==> config.mk <==
export PLATFORM = sky130hd
export DESIGN_NAME = aar_fifo
export DESIGN_NICKNAME = d
export VERILOG_FILES = /design/src/aar_fifo.sv
export SDC_FILE = /design/constraint.sdc
export NUM_CORES = 1
export LEC_CHECK = 0
export ABC_CLOCK_PERIOD_IN_PS = 2140
export CORE_MARGIN = 5
export CORE_UTILIZATION = 40
export DETAILED_ROUTE_END_ITERATION = 8
export DONT_BUFFER_PORTS = 1
export PLACE_DENSITY = 0.65
export SKIP_CTS_REPAIR_TIMING = 1
export SLEW_MARGIN = 5
export SYNTH_ARGS = -nofsm -noshare
export SYNTH_HDL_FRONTEND = slang
export SYNTH_SLANG_ARGS = --single-unit
==> constraint.sdc <==
create_clock -name i_clk -period 2.14 [get_ports i_clk]
set_input_delay 0.214 -clock i_clk [delete_from_list [all_inputs] [get_ports i_clk]]
set_output_delay 0.214 -clock i_clk [all_outputs]
set_load 0.1 [all_outputs]
==> src/aar_fifo.sv <==
// ============================================================================
// aar_fifo
// Small register FIFO with fill count, used between stages.
// ============================================================================
module aar_fifo #(
    parameter int WIDTH = 8,
    parameter int DEPTH = 4
) (
    input  logic                       i_clk,
    input  logic                       i_rst_n,
    input  logic                       i_push,
    input  logic [WIDTH-1:0]           i_data,
    input  logic                       i_pop,
    output logic [WIDTH-1:0]           o_data,
    output logic                       o_empty,
    output logic                       o_full,
    output logic [$clog2(DEPTH+1)-1:0] o_count
);

    localparam int PTRW = (DEPTH > 1) ? $clog2(DEPTH) : 1;
    localparam int CNTW = $clog2(DEPTH + 1);

    logic [WIDTH-1:0] r_mem [DEPTH];
    logic [PTRW-1:0]  r_wp;
    logic [PTRW-1:0]  r_rp;
    logic [CNTW-1:0]  r_cnt;
    logic             do_push;
    logic             do_pop;

    assign o_empty = (r_cnt == '0);
    assign o_full  = (r_cnt == CNTW'(DEPTH));
    assign o_count = r_cnt;
    assign o_data  = r_mem[r_rp];
    assign do_push = i_push && !o_full;
    assign do_pop  = i_pop && !o_empty;

    always_ff @(posedge i_clk) begin
        if (!i_rst_n) begin
            r_wp  <= '0;
            r_rp  <= '0;
            r_cnt <= '0;
        end else begin
            if (do_push) begin
                r_wp <= (r_wp == PTRW'(DEPTH - 1)) ? '0 : r_wp + PTRW'(1);
            end
            if (do_pop) begin
                r_rp <= (r_rp == PTRW'(DEPTH - 1)) ? '0 : r_rp + PTRW'(1);
            end
            if (do_push && !do_pop) begin
                r_cnt <= r_cnt + CNTW'(1);
            end else if (do_pop && !do_push) begin
                r_cnt <= r_cnt - CNTW'(1);
            end
        end
    end

    always_ff @(posedge i_clk) begin
        if (do_push) begin
            r_mem[r_wp] <= i_data;
        end
    end

endmodule

==> flow_metrics.env <==
export IMPL_hpwl_mm=1.89
export IMPL_antenna_left=0
export IMPL_die_h_um=73.8
export IMPL_first_global_vias=870
export IMPL_gp_congestion=0.812
export IMPL_setup_violations=0
export IMPL_fin_nets=130
export IMPL_antenna_found_initial=0
export IMPL_status="complete, no violations"
export IMPL_synth_fp_nets=112
export IMPL_drive_gt1_frac=0.330
export IMPL_routed_via_density=4.98
export IMPL_syn_avg_cell_area_sq_um=17.5
export IMPL_cts_inserted_buffers=5
export IMPL_synthCells=93
export IMPL_max_freq_ghz=0.500
export IMPL_grt_pass1_wl_mm=4.17
export IMPL_cts_tree="built"
export IMPL_cap_violations=0
export IMPL_initial_utilization=0.411
export IMPL_synth_area_top_cells="edfxtp_1, dfxtp_1, mux4_2, ha_1, and2_1"
export IMPL_ys_seq_area_frac=0.700
export IMPL_hold_viol=0
export IMPL_grt_max_degree=14
export IMPL_routed_wl_mm=2.74
export IMPL_synth_area_leader_cell="edfxtp_1"
export IMPL_area_delta_synth_final_pct=19.0
export IMPL_critPathKind="flip-flop to flip-flop"
export IMPL_min_period_ns=2.00
export IMPL_ys_ff_latch=41
export IMPL_finalCritPeriodShare=0.934
export IMPL_coreArea_sq_um=3970
export IMPL_vias=807
export IMPL_final_common_cell="edfxtp_1"
export IMPL_clk_pin_slew_ns=0.08
export IMPL_holdCritPathClass="primary input to flip-flop"
export IMPL_synth_area_sq_um=1630
export IMPL_grt_setup_unrepaired="false"
export IMPL_reg2reg_slack_ns=0.14
export IMPL_routedWlPerCell_um=16.9
export IMPL_drtPass1Iterations=2
export IMPL_place_inst=147
export IMPL_htreeDepth=2
export IMPL_n_antenna_cell=0
export IMPL_endpoint_kind="flip-flop"
export IMPL_rows=23
export IMPL_clock_skew_ns=0.00794
export IMPL_fp_dieW_um=73.8
export IMPL_mostFrequentLayoutCells="edfxtp_1, mux4_2, buf_4"
export IMPL_slew_viol_final=0
export IMPL_portBuffers=0
export IMPL_timing_setup_tns_ns=0
export IMPL_io_pins=25
export IMPL_cts_path_max_buffers=2
export IMPL_drcViolationCount=0
export IMPL_slew_headroom=0.653
export IMPL_cts_sinks=41
export IMPL_startpoint_type="flip-flop"
export IMPL_synth_top_area_share=0.589
export IMPL_crit_fanout=3
export IMPL_ys_types=23
export IMPL_whs_ns=0.0255
export IMPL_synth_warnings=0
export IMPL_fin_cells=162
export IMPL_clock_latency_ns=0.29
export IMPL_drt_iter0_drc=47
export IMPL_cts_root_buf="clkbuf_8"
export IMPL_worst_slew_pin_slew_ns=0.522
export IMPL_crit_arrival_ns=2.22
export IMPL_cp_required_ns=2.36
export IMPL_grt_overflow_total=0
export IMPL_dieArea_sq_um=5450
export IMPL_grt_usage=0.111
[worst max-delay path, stage by stage (launching register included)]
cell      delay, ns
dfxtp_4        0.35
nor3b_4        0.15
nor2b_1        0.24
ha_4           0.20
inv_2          0.04
fa_2           0.34
xor2_1         0.16
or3_1          0.33
a21boi_1       0.12
[through the flow]
| step | instance area [sq um] | worst slack [ns] | utilization |
|---|---|---|---|
| 4_1_cts | 1870 | 0.0215 | 0.470 |
| 5_1_grt | 1940 | 0.0558 | 0.489 |
| 3_3_place_gp | 1780 | 0.144 | 0.448 |
| 6_report | 1940 | 0.140 | 0.489 |
| 3_5_place_dp | 1780 | 0.0394 | 0.448 |
| 2_1_floorplan | 1670 | -0.544 | - |
[synthesized netlist by cell type]
cell type,instances
inv_1,3
a21boi_0,1
buf_1,1
clkbuf_1,1
and2_1,5
xnor2_1,1
xor2_1,1
o31ai_1,1
or3_1,1
nor3b_2,1
dfxtp_1,9
ha_1,6
mux2i_1,3
edfxtp_1,32
buf_2,2
nand3_1,2
o21ai_0,3
nor2b_1,2
nor3_1,1
nor2_1,2
fa_1,1
nand2_1,6
mux4_2,8
[worst paths after layout]
check	start	endpoint	cells past startpoint
max reg2reg	o_count[2]	o_count[2]	8
max	o_count[2]	o_count[2]	8
min reg2reg	r_wp[1]	r_wp[1]	2
min	i_data[7]	r_mem[2][7]	0
[state kept, by name (all words and copies together), names as in the netlist, named ones only]
name and count:
o_count 3, r_wp 2, r_rp 2, r_mem 32
[cell families after synthesis]
| family | share of synthesized area |
|---|---|
| compound gates | 0.0184 |
| xor+xnor | 0.0107 |
| fa+ha+maj | 0.0583 |
| buf+inv | 0.0176 |
| flops | 0.700 |
| mux | 0.129 |
| simple gates | 0.0660 |
[routing by layer]
metal | up-vias | routed length (um) | global-route usage
li1 | 384 | - | -
met1 | 400 | 1100 | 0.110
met2 | 19 | 1450 | 0.196
met3 | 4 | 172 | 0.0588
met4 | 0 | 23 | 0.0362
met5 | - | 0 | 0
[area by class of cell]
class	instances	area [sq um]
Multi-Input combinational cell	45	503
Timing Repair Buffer	15	130
Clock buffer	5	68.8
Tap cell	50	62.6
Fill cell	339	2030
Clock inverter	3	17.5
Sequential cell	41	1150
Inverter	3	11.3
Power is not shown: default switching activity piles up to over one toggle a cycle in this logic, so the estimate is an artifact.
