## config.mk

```make
export PLATFORM = sky130hd
export DESIGN_NAME = aar_front
export DESIGN_NICKNAME = d
export VERILOG_FILES = /design/src/aar_pkg.sv /design/src/aar_front.sv
export SDC_FILE = /design/constraint.sdc
export NUM_CORES = 1
export LEC_CHECK = 0
export ABC_AREA = 1
export BUFFER_PORTS_ARGS = -buffer_cell sky130_fd_sc_hd__buf_4
export CAP_MARGIN = 20
export CORE_UTILIZATION = 40
export CTS_CLUSTER_SIZE = 20
export DETAILED_ROUTE_END_ITERATION = 7
export GPL_TIMING_DRIVEN = 0
export HOLD_SLACK_MARGIN = 0.12
export MAX_ROUTING_LAYER = met4
export PLACE_DENSITY = 0.65
export SLEW_MARGIN = 20
export SYNTH_ARGS = -nofsm -noshare
export SYNTH_HDL_FRONTEND = slang
export SYNTH_SLANG_ARGS = --single-unit
```

## constraint.sdc

```tcl
create_clock -name i_clk -period 6.1 [get_ports i_clk]
set_input_delay 0 -clock i_clk [delete_from_list [all_inputs] [get_ports i_clk]]
set_output_delay 0 -clock i_clk [all_outputs]
set_load 0.05 [all_outputs]
```

## src/aar_pkg.sv

```systemverilog
// ============================================================================
// aar_pkg
// Shared widths, register codes, transaction types and fixed-point helpers
// for the area-average rescaler.
// ============================================================================
package aar_pkg;

    localparam int FRAC_BITS          = 16;
    localparam int DEF_MAX_DEST_WIDTH = 2048;
    localparam int DEF_ROWS_IN_FLIGHT = 4;

    localparam int XW    = 10;               // source column
    localparam int YW    = 9;                // source row
    localparam int CW    = 13;               // output column, room for overrun
    localparam int RW    = 11;               // output row, room for overrun
    localparam int SRW   = 3;                // slot row
    localparam int STW   = 24;               // step and gain registers
    localparam int BW    = CW + STW;         // raw bound (k+1)*step
    localparam int QW    = XW + FRAC_BITS;   // clamped bound
    localparam int LW    = QW + 1;           // frame edge in Q format
    localparam int PW    = FRAC_BITS + 1;    // portion or weight, up to 1.0
    localparam int ACC_W = 30;
    localparam int PRODW = 8 + PW;
    localparam int FINW  = ACC_W + STW;

    localparam int COLS_PER_PIXEL = 2;
    localparam int MAX_RESULTS    = 4;
    localparam int TQ_DEPTH       = 2;
    localparam int OQ_DEPTH       = 8;
    localparam int CFG_IDX_W      = 3;
    localparam int CFG_W          = 24;

    localparam logic [ACC_W-1:0] ACC_MAX = {ACC_W{1'b1}};

    localparam logic [10:0]    RST_SRC_WIDTH  = 11'd640;
    localparam logic [9:0]     RST_SRC_HEIGHT = 10'd225;
    localparam logic [STW-1:0] RST_X_STEP     = 24'd87381;
    localparam logic [STW-1:0] RST_Y_STEP     = 24'd43691;
    localparam logic [STW-1:0] RST_GAIN       = 24'd73728;
    localparam logic [11:0]    RST_DEST_WIDTH = 12'd480;
    localparam logic [10:0]    RST_DEST_HEIGHT = 11'd337;

    typedef enum logic [CFG_IDX_W-1:0] {
        CFG_SRC_WIDTH   = 3'd0,
        CFG_SRC_HEIGHT  = 3'd1,
        CFG_X_STEP      = 3'd2,
        CFG_Y_STEP      = 3'd3,
        CFG_GAIN        = 3'd4,
        CFG_DEST_WIDTH  = 3'd5,
        CFG_DEST_HEIGHT = 3'd6
    } t_cfg_idx;

    // Effective (clamped) configuration seen by front and back.
    typedef struct packed {
        logic [10:0]    w;
        logic [9:0]     h;
        logic [STW-1:0] sx;
        logic [STW-1:0] sy;
        logic [STW-1:0] gain;
        logic [11:0]    dw;
        logic [10:0]    dh;
        logic [LW-1:0]  wq;
        logic [LW-1:0]  hq;
    } t_cfg;

    typedef struct packed {
        logic [7:0]     red;
        logic [7:0]     green;
        logic [7:0]     blue;
        logic           fs;
        logic [XW-1:0]  x;
        logic [YW-1:0]  y;
        logic [CW-1:0]  cx;
        logic [BW-1:0]  bx;
        logic [RW-1:0]  ry;
        logic [BW-1:0]  by;
        logic [SRW-1:0] sr;
    } t_task;

    typedef struct packed {
        logic [9:0]  row;
        logic [10:0] col;
        logic [7:0]  red;
        logic [7:0]  green;
        logic [7:0]  blue;
        logic        last;
    } t_result;

    // Bound clamped one LSB below the frame edge.
    function automatic logic [QW-1:0] edge_clamp(input logic [BW-1:0] v,
                                                 input logic [LW-1:0] lim);
        logic [LW-1:0] lm1;
        lm1 = lim - LW'(1);
        return (v >= BW'(lim)) ? lm1[QW-1:0] : v[QW-1:0];
    endfunction

    // Overlap of one source cell with the interval [qs, qe].
    function automatic logic [PW-1:0] portion(input logic [XW-1:0] pos,
                                              input logic [QW-1:0] qs,
                                              input logic [QW-1:0] qe);
        logic                 at_s;
        logic                 at_e;
        logic [FRAC_BITS-1:0] fs;
        logic [FRAC_BITS-1:0] fe;
        logic [PW-1:0]        res;
        at_s = (pos == qs[QW-1:FRAC_BITS]);
        at_e = (pos == qe[QW-1:FRAC_BITS]);
        fs   = qs[FRAC_BITS-1:0];
        fe   = qe[FRAC_BITS-1:0];
        if (at_s && at_e) begin
            res = (fe >= fs) ? PW'(fe - fs) : '0;
        end else if (at_s) begin
            res = (PW'(1) << FRAC_BITS) - PW'(fs);
        end else if (at_e) begin
            res = PW'(fe);
        end else begin
            res = PW'(1) << FRAC_BITS;
        end
        return res;
    endfunction

endpackage

```

## src/aar_front.sv

```systemverilog
// ============================================================================
// aar_front
// Accepts source pixels, keeps the raster position and walks the first
// output row and column that each pixel touches, then queues the task.
// ============================================================================
module aar_front #(
    parameter int ROWS_IN_FLIGHT = 4
) (
    input  logic           i_clk,
    input  logic           i_rst_n,
    input  aar_pkg::t_cfg  i_cfg,
    input  logic           i_cfg_chg,
    input  logic           i_hold,
    input  logic           i_push,
    input  logic [7:0]     i_red,
    input  logic [7:0]     i_green,
    input  logic [7:0]     i_blue,
    input  logic           i_fs,
    output logic           o_full,
    output aar_pkg::t_task o_task,
    output logic           o_task_push,
    input  logic           i_task_full
);
    import aar_pkg::*;

    typedef enum logic [1:0] {
        F_IDLE  = 2'b01,
        F_TRACK = 2'b10
    } t_fstate;

    t_fstate        r_state;
    logic [XW-1:0]  r_px;
    logic [YW-1:0]  r_py;
    logic [XW-1:0]  r_ix;
    logic [YW-1:0]  r_iy;
    logic [7:0]     r_red;
    logic [7:0]     r_green;
    logic [7:0]     r_blue;
    logic           r_fs;
    logic [CW-1:0]  r_cx;
    logic [BW-1:0]  r_bx;
    logic           r_cok;
    logic [RW-1:0]  r_ry;
    logic [BW-1:0]  r_by;
    logic [SRW-1:0] r_sr;
    logic           r_rok;

    logic [BW-1:0]  p_x;
    logic [BW-1:0]  p_y;
    logic [BW-1:0]  c_prev;
    logic [BW-1:0]  r_prev;
    logic           c_restart;
    logic           c_adv;
    logic           y_restart;
    logic           y_adv;
    logic           settled;
    logic           accept;
    logic [XW:0]    nx;
    logic [YW:0]    ny;

    assign o_full  = (r_state != F_IDLE) || i_hold;
    assign accept  = i_push && !o_full;

    // Tracker: cx is the smallest c with (c+1)*step >= pos, held with
    // bx = (cx+1)*step; it restarts from zero when it is past the target.
    assign p_x       = BW'({r_ix, {FRAC_BITS{1'b0}}});
    assign p_y       = BW'({r_iy, {FRAC_BITS{1'b0}}});
    assign c_prev    = r_bx - BW'(i_cfg.sx);
    assign r_prev    = r_by - BW'(i_cfg.sy);
    assign c_restart = !r_cok || ((r_cx != '0) && (c_prev >= p_x));
    assign c_adv     = !c_restart && (r_bx < p_x) && (r_cx < CW'(i_cfg.dw));
    assign y_restart = !r_rok || ((r_ry != '0) && (r_prev >= p_y));
    assign y_adv     = !y_restart && (r_by < p_y) && (r_ry < RW'(i_cfg.dh));
    assign settled   = !c_restart && !c_adv && !y_restart && !y_adv;

    assign o_task_push = (r_state == F_TRACK) && settled && !i_task_full;
    assign nx          = {1'b0, r_ix} + (XW + 1)'(1);
    assign ny          = {1'b0, r_iy} + (YW + 1)'(1);

    always_comb begin
        o_task.red   = r_red;
        o_task.green = r_green;
        o_task.blue  = r_blue;
        o_task.fs    = r_fs;
        o_task.x     = r_ix;
        o_task.y     = r_iy;
        o_task.cx    = r_cx;
        o_task.bx    = r_bx;
        o_task.ry    = r_ry;
        o_task.by    = r_by;
        o_task.sr    = r_sr;
    end

    always_ff @(posedge i_clk) begin
        if (!i_rst_n) begin
            r_state <= F_IDLE;
            r_px    <= '0;
            r_py    <= '0;
            r_cok   <= 1'b0;
            r_rok   <= 1'b0;
        end else begin
            unique case (r_state)
                F_IDLE: begin
                    if (accept) begin
                        r_state <= F_TRACK;
                    end
                end
                F_TRACK: begin
                    if (c_restart) begin
                        r_cok <= 1'b1;
                    end
                    if (y_restart) begin
                        r_rok <= 1'b1;
                    end
                    if (o_task_push) begin
                        r_state <= F_IDLE;
                        if (nx >= (XW + 1)'(i_cfg.w)) begin
                            r_px <= '0;
                            r_py <= (ny >= (YW + 1)'(i_cfg.h)) ? '0 : ny[YW-1:0];
                        end else begin
                            r_px <= nx[XW-1:0];
                            r_py <= r_iy;
                        end
                    end
                end
                default: r_state <= F_IDLE;
            endcase
            if (i_cfg_chg) begin
                r_cok <= 1'b0;
                r_rok <= 1'b0;
            end
        end
    end

    always_ff @(posedge i_clk) begin
        if (r_state == F_IDLE && accept) begin
            r_ix    <= i_fs ? '0 : r_px;
            r_iy    <= i_fs ? '0 : r_py;
            r_red   <= i_red;
            r_green <= i_green;
            r_blue  <= i_blue;
            r_fs    <= i_fs;
        end
        if (r_state == F_TRACK) begin
            if (c_restart) begin
                r_cx <= '0;
                r_bx <= BW'(i_cfg.sx);
            end else if (c_adv) begin
                r_cx <= r_cx + CW'(1);
                r_bx <= r_bx + BW'(i_cfg.sx);
            end
            if (y_restart) begin
                r_ry <= '0;
                r_by <= BW'(i_cfg.sy);
                r_sr <= '0;
            end else if (y_adv) begin
                r_ry <= r_ry + RW'(1);
                r_by <= r_by + BW'(i_cfg.sy);
                r_sr <= (r_sr == SRW'(ROWS_IN_FLIGHT - 1)) ? '0 : r_sr + SRW'(1);
            end
        end
    end

endmodule

```

==> results of run 1 <==
-- state kept, by name (all words and copies together), names as in the netlist, 2 cells and up --
name / flops
r_bx: 37
r_by: 37
r_cx: 13
r_ry: 11
r_ix: 10
r_px: 10
r_iy: 9
r_py: 9
r_blue: 8
r_green: 8
r_red: 8
r_sr: 3
r_state: 2
-- where the power goes --
part	internal [W]	leakage [nW]	total, W	switching, W
registers	0.00126	1.60	0.00127	0.0000124
clock network	0.000711	0.330	0.00129	0.000580
logic	0.000276	8.37	0.000718	0.000442
total	0.00224	10.3	0.00328	0.00103
-- stage by stage --
step                      cell area, sq um  total power (W)  TNS (ps)  cells  hold WS (ps)
after floorplan                      16600          0.00173         0   2401          98.9
after global placement               19300          0.00195    -38260   3202           178
after detailed placement             19400          0.00196         0   3204           179
after CTS                            20900          0.00331         0   3315           182
after global routing                 20900          0.00342         0   3316           215
final                                20900          0.00328         0   3316           207
-- cell type report --
| cell class | count | area share |
|---|---|---|
| clock inverters | 15 | 0.0121 |
| clock buffers | 17 | 0.0204 |
| inverters | 430 | 0.0776 |
| diodes | 1 | 0.000120 |
| well taps | 532 | 0.0319 |
| multi-input cells | 1743 | 0.472 |
| repair buffers | 350 | 0.137 |
| plain buffers | 60 | 0.0176 |
| flip-flops and latches | 168 | 0.231 |
-- worst reg2reg max path, cell delays in order, from the launching register on --
cell      delay, ps
edfxtp_1        440
ha_1            450
nand2_1         170
o21bai_1        200
nand2_1          70
nand2_1          90
inv_1            60
nand2_1         110
a21oi_1         110
nor3_1          200
a21oi_1         160
xor2_1          180
ha_1            320
nand2_1          80
nor2_1          260
nand3_1         120
a21oi_1         170
nand3b_1         90
nor2_1           90
nand3_1          70
nor4b_1         680
nand3b_1        160
nand2_1         120
o21bai_2        140
nand2_1         230
buf_2           300
nor3_1           80
-- cells in the mapped netlist, drive strengths merged, types with 2 or more instances --
cell type    n
ha         182
inv        429
o211ai       4
fa           2
a21oi      156
a311oi       2
a31oi       17
xor2        79
o21bai       9
a211oi       2
o21a         9
buf         48
dfxtp       23
o21ai      122
nand4       36
clkbuf      10
o22ai        3
nor3b        7
nor2       302
or2          5
nand2      580
xnor2        4
and2         2
nand3b       4
edfxtp     145
nor4        17
nand3      123
nor3        55
a21boi       9
and3         2
o31ai        2
-- how the worst max path moves through the flow --
stage                           start                 to  slack, ps  cells past startpoint
floorplan           r_by[8]$_DFFE_PP_  r_by[0]$_DFFE_PP_       1070                     28
global placement    r_by[2]$_DFFE_PP_  r_by[1]$_DFFE_PP_       -470                     31
detailed placement  r_bx[1]$_DFFE_PP_  r_bx[9]$_DFFE_PP_        750                     29
CTS                 r_bx[5]$_DFFE_PP_        o_task_push        660                     27
global route        r_bx[6]$_DFFE_PP_        o_task_push        320                     26
finish              r_bx[6]$_DFFE_PP_        o_task_push        630                     26
-- cells by family after synthesis --
kind of cell / synth area share
AND/OR/NAND/NOR: 0.292
buffers and inverters: 0.119
AO/OA/AOI/OAI: 0.117
adder cells (fa/ha/maj): 0.139
flip-flops: 0.289
XOR/XNOR: 0.0437
-- metal layers --
metal	up-vias	global-route usage	wire length [microns]
met5	-	-	0
met4	0	0.103	1800
met3	102	0.0522	3110
met2	494	0.462	27200
met1	7724	0.319	23600
li1	8507	-	-
==> impl_metrics.yaml, run 1 <==
status:
  status: "finished, final reports clean"
setup_path:
  path_common_cell: "nand2_1"
  startpoint_type: "register"
  worst-path-max-fanout: 7
  cp_data_arrival_time_ps: 5470
  slowest_delay_ps: 680
  path_delay_family: "simple AND/OR/NAND/NOR gates"
  critPathKind: "reg2out"
  reg2reg_slack_ps: 690
  reg2reg_depth: 26
  cp-end-kind: "output pin"
  cp_slowest_cell: "nor4b_1"
  worstReg2RegStart: "r_bx[6]$_DFFE_PP_"
  path_buf_inv: 2
  r2r-end: "r_bx[28]$_SDFFCE_PP0P_"
  worstPathRequired_ps: 6100
floorplan:
  floorplan.initialDensity: 0.407
  die_height_microns: 206
  fp.dieW_microns: 206
  core_area_sq_um: 40900
  dieArea_sq_um: 42400
  io-pin-count: 348
  num_rows: 74
clocking:
  cts_buffer_depth: 2
  cts_made_buffers: 17
  htree_levels: 4
  postCtsSetupBuffers: 0
  clkLatencyLatePin_ps: 500
  root_buffer: "clkbuf_16"
  cts.repair.resized: 0
  cts.hold.buffers_added: 79
  cts_tree: "yes"
  cts.sinks: 168
  path_clk_slew_ps: 80
sta:
  clock-skew-final_ps: 11.9
  fin_crit_sh: 0.896
  grt_setup_unrepaired: "false"
  min_period_ps: 5470
  slew_violations: 0
  max_slew_margin: 0.361
  finalSetupViolCount: 0
  fin_ws_ps: 633
  hold_violations: 0
  fmax_mhz: 183
  worstMarginPinSlew_ps: 948
place:
  gp_congestion: 0.963
  hpwlAfterDp_microns: 45000
  numPortBuffers: 269
  dp_slack_ps: 745
logic_synthesis:
  synth.top_cell.area_share: 0.262
  yosys_warnings: 0
  ys.flop_type: "edfxtp_1"
  synthArstFlopShare: 0
  yosys-top-cells-area: "edfxtp_1 (26%), ha_1 (14%), nand2_1 (13%)"
  synth_top_cell_by_area: "edfxtp_1"
  synth_cell_types: 61
  syn_nets: 2786
  seq_area_frac_synth: 0.289
  synth-edff-count: 145
  synth_cells: 2401
  synth_area_sq_um: 16600
  avgSynthCellArea_sq_um: 6.93
  synth_seq_cells: 168
global_routing:
  grt_use_total: 0.273
  grt_pass1_vias: 16500
  grt_pass1_wl_microns: 86500
  overflow: 0
  grt_max_degree: 51
  antenna_found_initial: 1
routing:
  wl_per_cell_microns: 16.8
  drt-total-wl_microns: 55700
  route.vias.total: 16800
  first_pass_iters: 6
  detail-route-antenna-nets: 0
  drcViolationCount: 0
  avgViaCountPerCell: 5.07
  drt_iter0_drc: 1116
finish:
  final_net_count: 3155
  areaGrowthSynthToFinish_pct: 25.3
  final_common_cell: "nand2_1"
  finalCoreUtilization: 0.510
  final_cell_mix: "nand2_1 (563), inv_1 (419), nor2_1 (292)"
  nFillCells: 4134
  multiInputGateArea_sq_um: 9850
  final-seq-area_sq_um: 4810
  drive_above_1_share: 0.152
worst_hold_path:
  holdCritPathClass: "in2reg"
  holdPathEnd: "r_ix[9]$_SDFFCE_PP0P_"
  hold-path-cell-count: 4
  hp-start: "i_hold"
job:
  maxCapViolations: 0
power_and_ir_drop:
  p_leak_nw: 10.3
  powerDensity_nw_per_um2: 157
  irDropWorstVdd_uv: 220
No activity file was read; power rests on OpenSTA's default activity.
==> run 2: changes to the inputs <==
Clock period 6.1 ns to 5.04 ns, I/O delays scaled along.
==> run 2 against run 1 <==
Routed wire length rose by 2.3%; worst setup slack got worse by 350 ps; register-to-register slack got worse by 390 ps; clock power rose by 21%; first-iteration DRC count fell by 1.2%; total power rose by 22%; utilization rose by 1.4 points; sequential cell count did not move; non-clock buffer count rose by 24; die area did not move; sequential power rose by 21%; critical endpoint unchanged; largest power group unchanged.
==> impl_metrics.yaml, run 2 (synthesis gave the netlist of run 1 again) <==
sta:
  hold_violations: 0
  fmax_mhz: 210
  fin_crit_sh: 0.944
  slew_violations: 0
  clock-skew-final_ps: 10.6
  fin_ws_ps: 283
  fin_setup_tns_ps: 0
  worstMarginPinSlew_ps: 934
  min_period_ps: 4760
  finalSetupViolCount: 0
  max_slew_margin: 0.371
global_routing:
  grt_max_degree: 26
  grt_pass1_vias: 16600
  grt_pass1_wl_microns: 87600
  grt_use_total: 0.277
  overflow: 0
  antenna_found_initial: 1
power_and_ir_drop:
  p_leak_nw: 10.5
  powerDensity_nw_per_um2: 186
  report.power.total_w: 0.00399
  p_int_w: 0.00273
  p_sw_frac: 0.316
  combPwrFrac: 0.224
  p_switching_w: 0.00126
  pwr-share-seq: 0.385
  irDropWorstVdd_uv: 261
  p_clk_frac: 0.391
routing:
  avgViaCountPerCell: 5.10
  detail-route-antenna-nets: 0
  wl_per_cell_microns: 17.0
  drt_iter0_drc: 1103
  route.vias.total: 17100
  first_pass_iters: 5
  drcViolationCount: 0
  drt-total-wl_microns: 57000
place:
  dp_slack_ps: -315
  gp_congestion: 0.963
  numPortBuffers: 269
  hpwlAfterDp_microns: 45000
  dp_cells: 3204
clocking:
  cts_tree: "yes"
  cts.sinks: 168
  path_clk_slew_ps: 80
  cts_buffer_depth: 2
  clkLatencyLatePin_ps: 500
  root_buffer: "clkbuf_16"
  cts_made_buffers: 17
  htree_levels: 4
floorplan:
  die_height_microns: 206
  io-pin-count: 348
  floorplan.initialDensity: 0.407
  dieArea_sq_um: 42400
  core_area_sq_um: 40900
  num_rows: 74
  fp.dieW_microns: 206
finish:
  fin_cells: 3343
  final_cell_mix: "nand2_1 (556), inv_1 (418), buf_4 (300)"
  drive_above_1_share: 0.175
  final_common_cell: "nand2_1"
  finalCoreUtilization: 0.524
  final_net_count: 3182
  areaGrowthSynthToFinish_pct: 28.8
  reg_top3: "r_bx x37, r_by x37, r_cx x13"
worst_hold_path:
  holdCritPathClass: "in2reg"
setup_path:
  worstPathRequired_ps: 5040
  cp-end-kind: "output pin"
  path_delay_family: "simple AND/OR/NAND/NOR gates"
  cp_slowest_cell: "edfxtp_1"
  worst-path-max-fanout: 8
  path_common_cell: "nand2_1"
  slowest_delay_ps: 420
  startpoint_type: "register"
  path_buf_inv: 3
  cp_data_arrival_time_ps: 4760
  critPathKind: "reg2out"
status:
  status: "finished, final reports clean"
job:
  maxCapViolations: 0
[run 2: power by group through the flow]
stage / Clock, W / Combinational [W] / Sequential (W)
global placement: 0 / 0.000794 / 0.00157
CTS: 0.00161 / 0.000873 / 0.00154
floorplan: 0 / 0.000476 / 0.00162
detailed placement: 0 / 0.000810 / 0.00157
global route: 0.00164 / 0.000991 / 0.00154
finish: 0.00156 / 0.000894 / 0.00154
[run 2: what timing repair did]
action / 4_1_cts / 5_1_grt
setup buffers: 10 / 11
cloned: 5 / 3
hold buffers: 78 / 0
setup endpoints to repair: 183 / 188
endpoints found under the hold margin: 89 / 0
gates resized for setup: 28 / 47
pin swaps: 4 / 16
[run 2: worst register-to-register path, delay by kind of cell, from the launching register on]
family	cells	cell delay [ps]
AOI/OAI and AO/OA	2	170
and+or+nand+nor	20	2410
DFF	1	420
buffers and inverters	4	750
adders and majority gates	2	580
xor gates and xnor gates	1	160
[run 2: final cells by class]
| type | instances | area, sq um |
|---|---|---|
| multi-input cells | 1743 | 10100 |
| repair inverters | 3 | 47.5 |
| well taps | 532 | 666 |
| flip-flops and latches | 168 | 4810 |
| inverters | 430 | 1660 |
| fillers | 4086 | 19500 |
| diodes | 1 | 2.50 |
| clock inverters | 15 | 251 |
| clock buffers | 17 | 425 |
| repair buffers | 375 | 3130 |
| plain buffers | 59 | 387 |
[run 2: final timing paths]
path,to,cells after the start,slack (ps),from
max,o_task_push,28,280,r_bx[7]$_DFFE_PP_
min,r_ix[4]$_SDFFCE_PP0P_,4,190,i_hold
min reg2reg,r_py[0]$_SDFFE_PN0P_,2,500,r_py[0]$_SDFFE_PN0P_
max reg2reg,r_by[10]$_DFFE_PP_,29,300,r_by[5]$_DFFE_PP_
[run 2: routing by layer]
layer | wire length [microns] | track usage | part of all wire
met1 | 24000 | 0.322 | 0.42
met2 | 28000 | 0.470 | 0.49
met3 | 3080 | 0.0501 | 0.054
met4 | 1930 | 0.112 | 0.034
met5 | 0 | - | 0
[run 2: per-stage QoR]
| stage | instance area [sq um] | hold slack, ps |
|---|---|---|
| 6_report | 21400 | 186 |
| 5_1_grt | 21400 | 222 |
| 4_1_cts | 21100 | 167 |
| 3_5_place_dp | 19400 | 179 |
| 3_3_place_gp | 19300 | 178 |
| 2_1_floorplan | 16600 | 98.9 |
==> run 3: changes to the inputs <==
Clock period 5.04 ns to 5.1 ns, I/O delays scaled along.
==> run 3 against run 2 <==
Hold slack got worse by 0.69 ps; highest routed layer unchanged; routed wire length barely moved; worst setup slack got worse by 24 ps.
==> impl_metrics.yaml, run 3 (synthesis gave the netlist of run 1 again) <==
status:
  status: "finished, final reports clean"
routing:
  drt-total-wl_microns: 56900
  drcViolationCount: 0
  route.vias.total: 17100
  wl_per_cell_microns: 17.1
  drt_iter0_drc: 1049
  avgViaCountPerCell: 5.12
  highest_layer: "met4"
  met3_length_microns: 3020
  detail-route-antenna-nets: 0
  wl_met2_microns: 27900
  first_pass_iters: 6
  drt-met1-wl_microns: 23900
global_routing:
  grt_pass1_vias: 16500
  grt_max_degree: 26
  overflow: 0
  grt_pass1_wl_microns: 87000
  antenna_found_initial: 1
  grt_use_total: 0.275
setup_path:
  reg2reg_depth: 31
  worstPathRequired_ps: 5340
  critPathKind: "reg2reg"
  worst-path-max-fanout: 13
  startpoint_type: "register"
  cp_slowest_cell: "edfxtp_1"
  worstReg2RegStart: "r_bx[7]$_DFFE_PP_"
  cp-end-kind: "register"
  slowest_delay_ps: 420
  r2r-end: "r_bx[10]$_DFFE_PP_"
  cp_data_arrival_time_ps: 5090
  reg2reg_slack_ps: 260
  path_common_cell: "nand2_1"
sta:
  worstMarginPinSlew_ps: 956
  slew_violations: 0
  fin_crit_sh: 0.949
  fmax_mhz: 207
  max_slew_margin: 0.356
  clock-skew-final_ps: 11.6
  hold_violations: 0
  min_period_ps: 4840
  finalSetupViolCount: 0
clocking:
  cts.sinks: 168
  clkLatencyLatePin_ps: 490
  cts_made_buffers: 17
  path_clk_slew_ps: 80
  cts_tree: "yes"
  root_buffer: "clkbuf_16"
  cts_buffer_depth: 2
  htree_levels: 4
floorplan:
  fp.dieW_microns: 206
  io-pin-count: 348
  core_area_sq_um: 40900
  die_height_microns: 206
  floorplan.initialDensity: 0.407
  dieArea_sq_um: 42400
  num_rows: 74
place:
  numPortBuffers: 269
  hpwlAfterDp_microns: 45000
  dp_cells: 3204
  dpl_cell_area_sq_um: 19400
  gp_congestion: 0.963
finish:
  areaGrowthSynthToFinish_pct: 27.9
  fin_cells: 3337
  final_cell_area_sq_um: 21300
  drive_above_1_share: 0.170
  final_net_count: 3176
  reg_top3: "r_bx x37, r_by x37, r_cx x13"
  final_common_cell: "nand2_1"
  final_cell_mix: "nand2_1 (560), inv_1 (418), buf_4 (295)"
power_and_ir_drop:
  p_leak_nw: 10.5
  irDropWorstVdd_uv: 255
  powerDensity_nw_per_um2: 185
job:
  maxCapViolations: 0
worst_hold_path:
  holdCritPathClass: "in2reg"
  hold-path-cell-count: 4
  holdPathEnd: "r_ix[4]$_SDFFCE_PP0P_"
  hp-start: "i_hold"
-- run 3: layer usage --
metal / vias to the layer above / global-route usage
li1: 8553 / -
met1: 7906 / 0.321
met2: 507 / 0.463
met3: 110 / 0.0490
met4: 0 / 0.116
met5: - / -
-- run 3: critical path, delay by kind of cell (launching register included) --
family	cells	cell delay, ps
simple gates	21	1890
buf+inv	3	480
fa+ha+maj	2	580
xor+xnor	1	210
compound gates	4	1010
flops	1	420
-- run 3: worst max-delay path by stage --
| stage | startpoint | end | slack (ps) | cells after the start |
|---|---|---|---|---|
| after floorplan | r_by[8]$_DFFE_PP_ | r_by[0]$_DFFE_PP_ | 70 | 28 |
| after global placement | r_by[2]$_DFFE_PP_ | r_by[1]$_DFFE_PP_ | -1470 | 31 |
| after detailed placement | r_bx[1]$_DFFE_PP_ | r_bx[9]$_DFFE_PP_ | -250 | 29 |
| after CTS | r_by[8]$_DFFE_PP_ | r_by[5]$_DFFE_PP_ | 9 | 29 |
| after global routing | r_by[5]$_DFFE_PP_ | r_ry[7]$_SDFFCE_PP0P_ | -10 | 28 |
| final | r_bx[7]$_DFFE_PP_ | r_bx[10]$_DFFE_PP_ | 260 | 31 |
-- run 3: where the power goes --
part,internal [W],total [W],switching (W)
logic,0.000338,0.000878,0.000540
registers,0.00150,0.00152,0.0000146
clock network,0.000851,0.00154,0.000686
-- run 3: layout make-up --
class / count / area (sq um)
Fill cell: 4101 / 19600
Multi-Input combinational cell: 1743 / 10000
Sequential cell: 168 / 4810
Timing Repair Buffer: 370 / 3090
Inverter: 430 / 1650
Tap cell: 532 / 666
Clock buffer: 17 / 425
Buffer: 59 / 369
Clock inverter: 15 / 251
Timing Repair inverter: 2 / 20.0
Antenna cell: 1 / 2.50
-- run 3: what timing repair did --
action	4_1_cts	5_1_grt
pin swaps	3	14
endpoints found under the setup margin	176	189
gates resized for setup	20	34
gates cloned	2	6
hold buffers	78	0
setup buffers	5	10
hold endpoints to repair	89	0
-- run 3: per-stage QoR --
| step | worst slack (ps) | hold slack (ps) | util | power (W) | setup TNS, ps |
|---|---|---|---|---|---|
| after floorplan | 65.2 | 98.9 | - | 0.00207 | 0 |
| after global placement | -1470 | 178 | 0.472 | 0.00233 | -145680 |
| after detailed placement | -255 | 179 | 0.474 | 0.00235 | -26030 |
| after CTS | 9.23 | 167 | 0.513 | 0.00396 | 0 |
| after global routing | -13.4 | 223 | 0.520 | 0.00411 | -25.6 |
| final | 259 | 185 | 0.520 | 0.00393 | 0 |
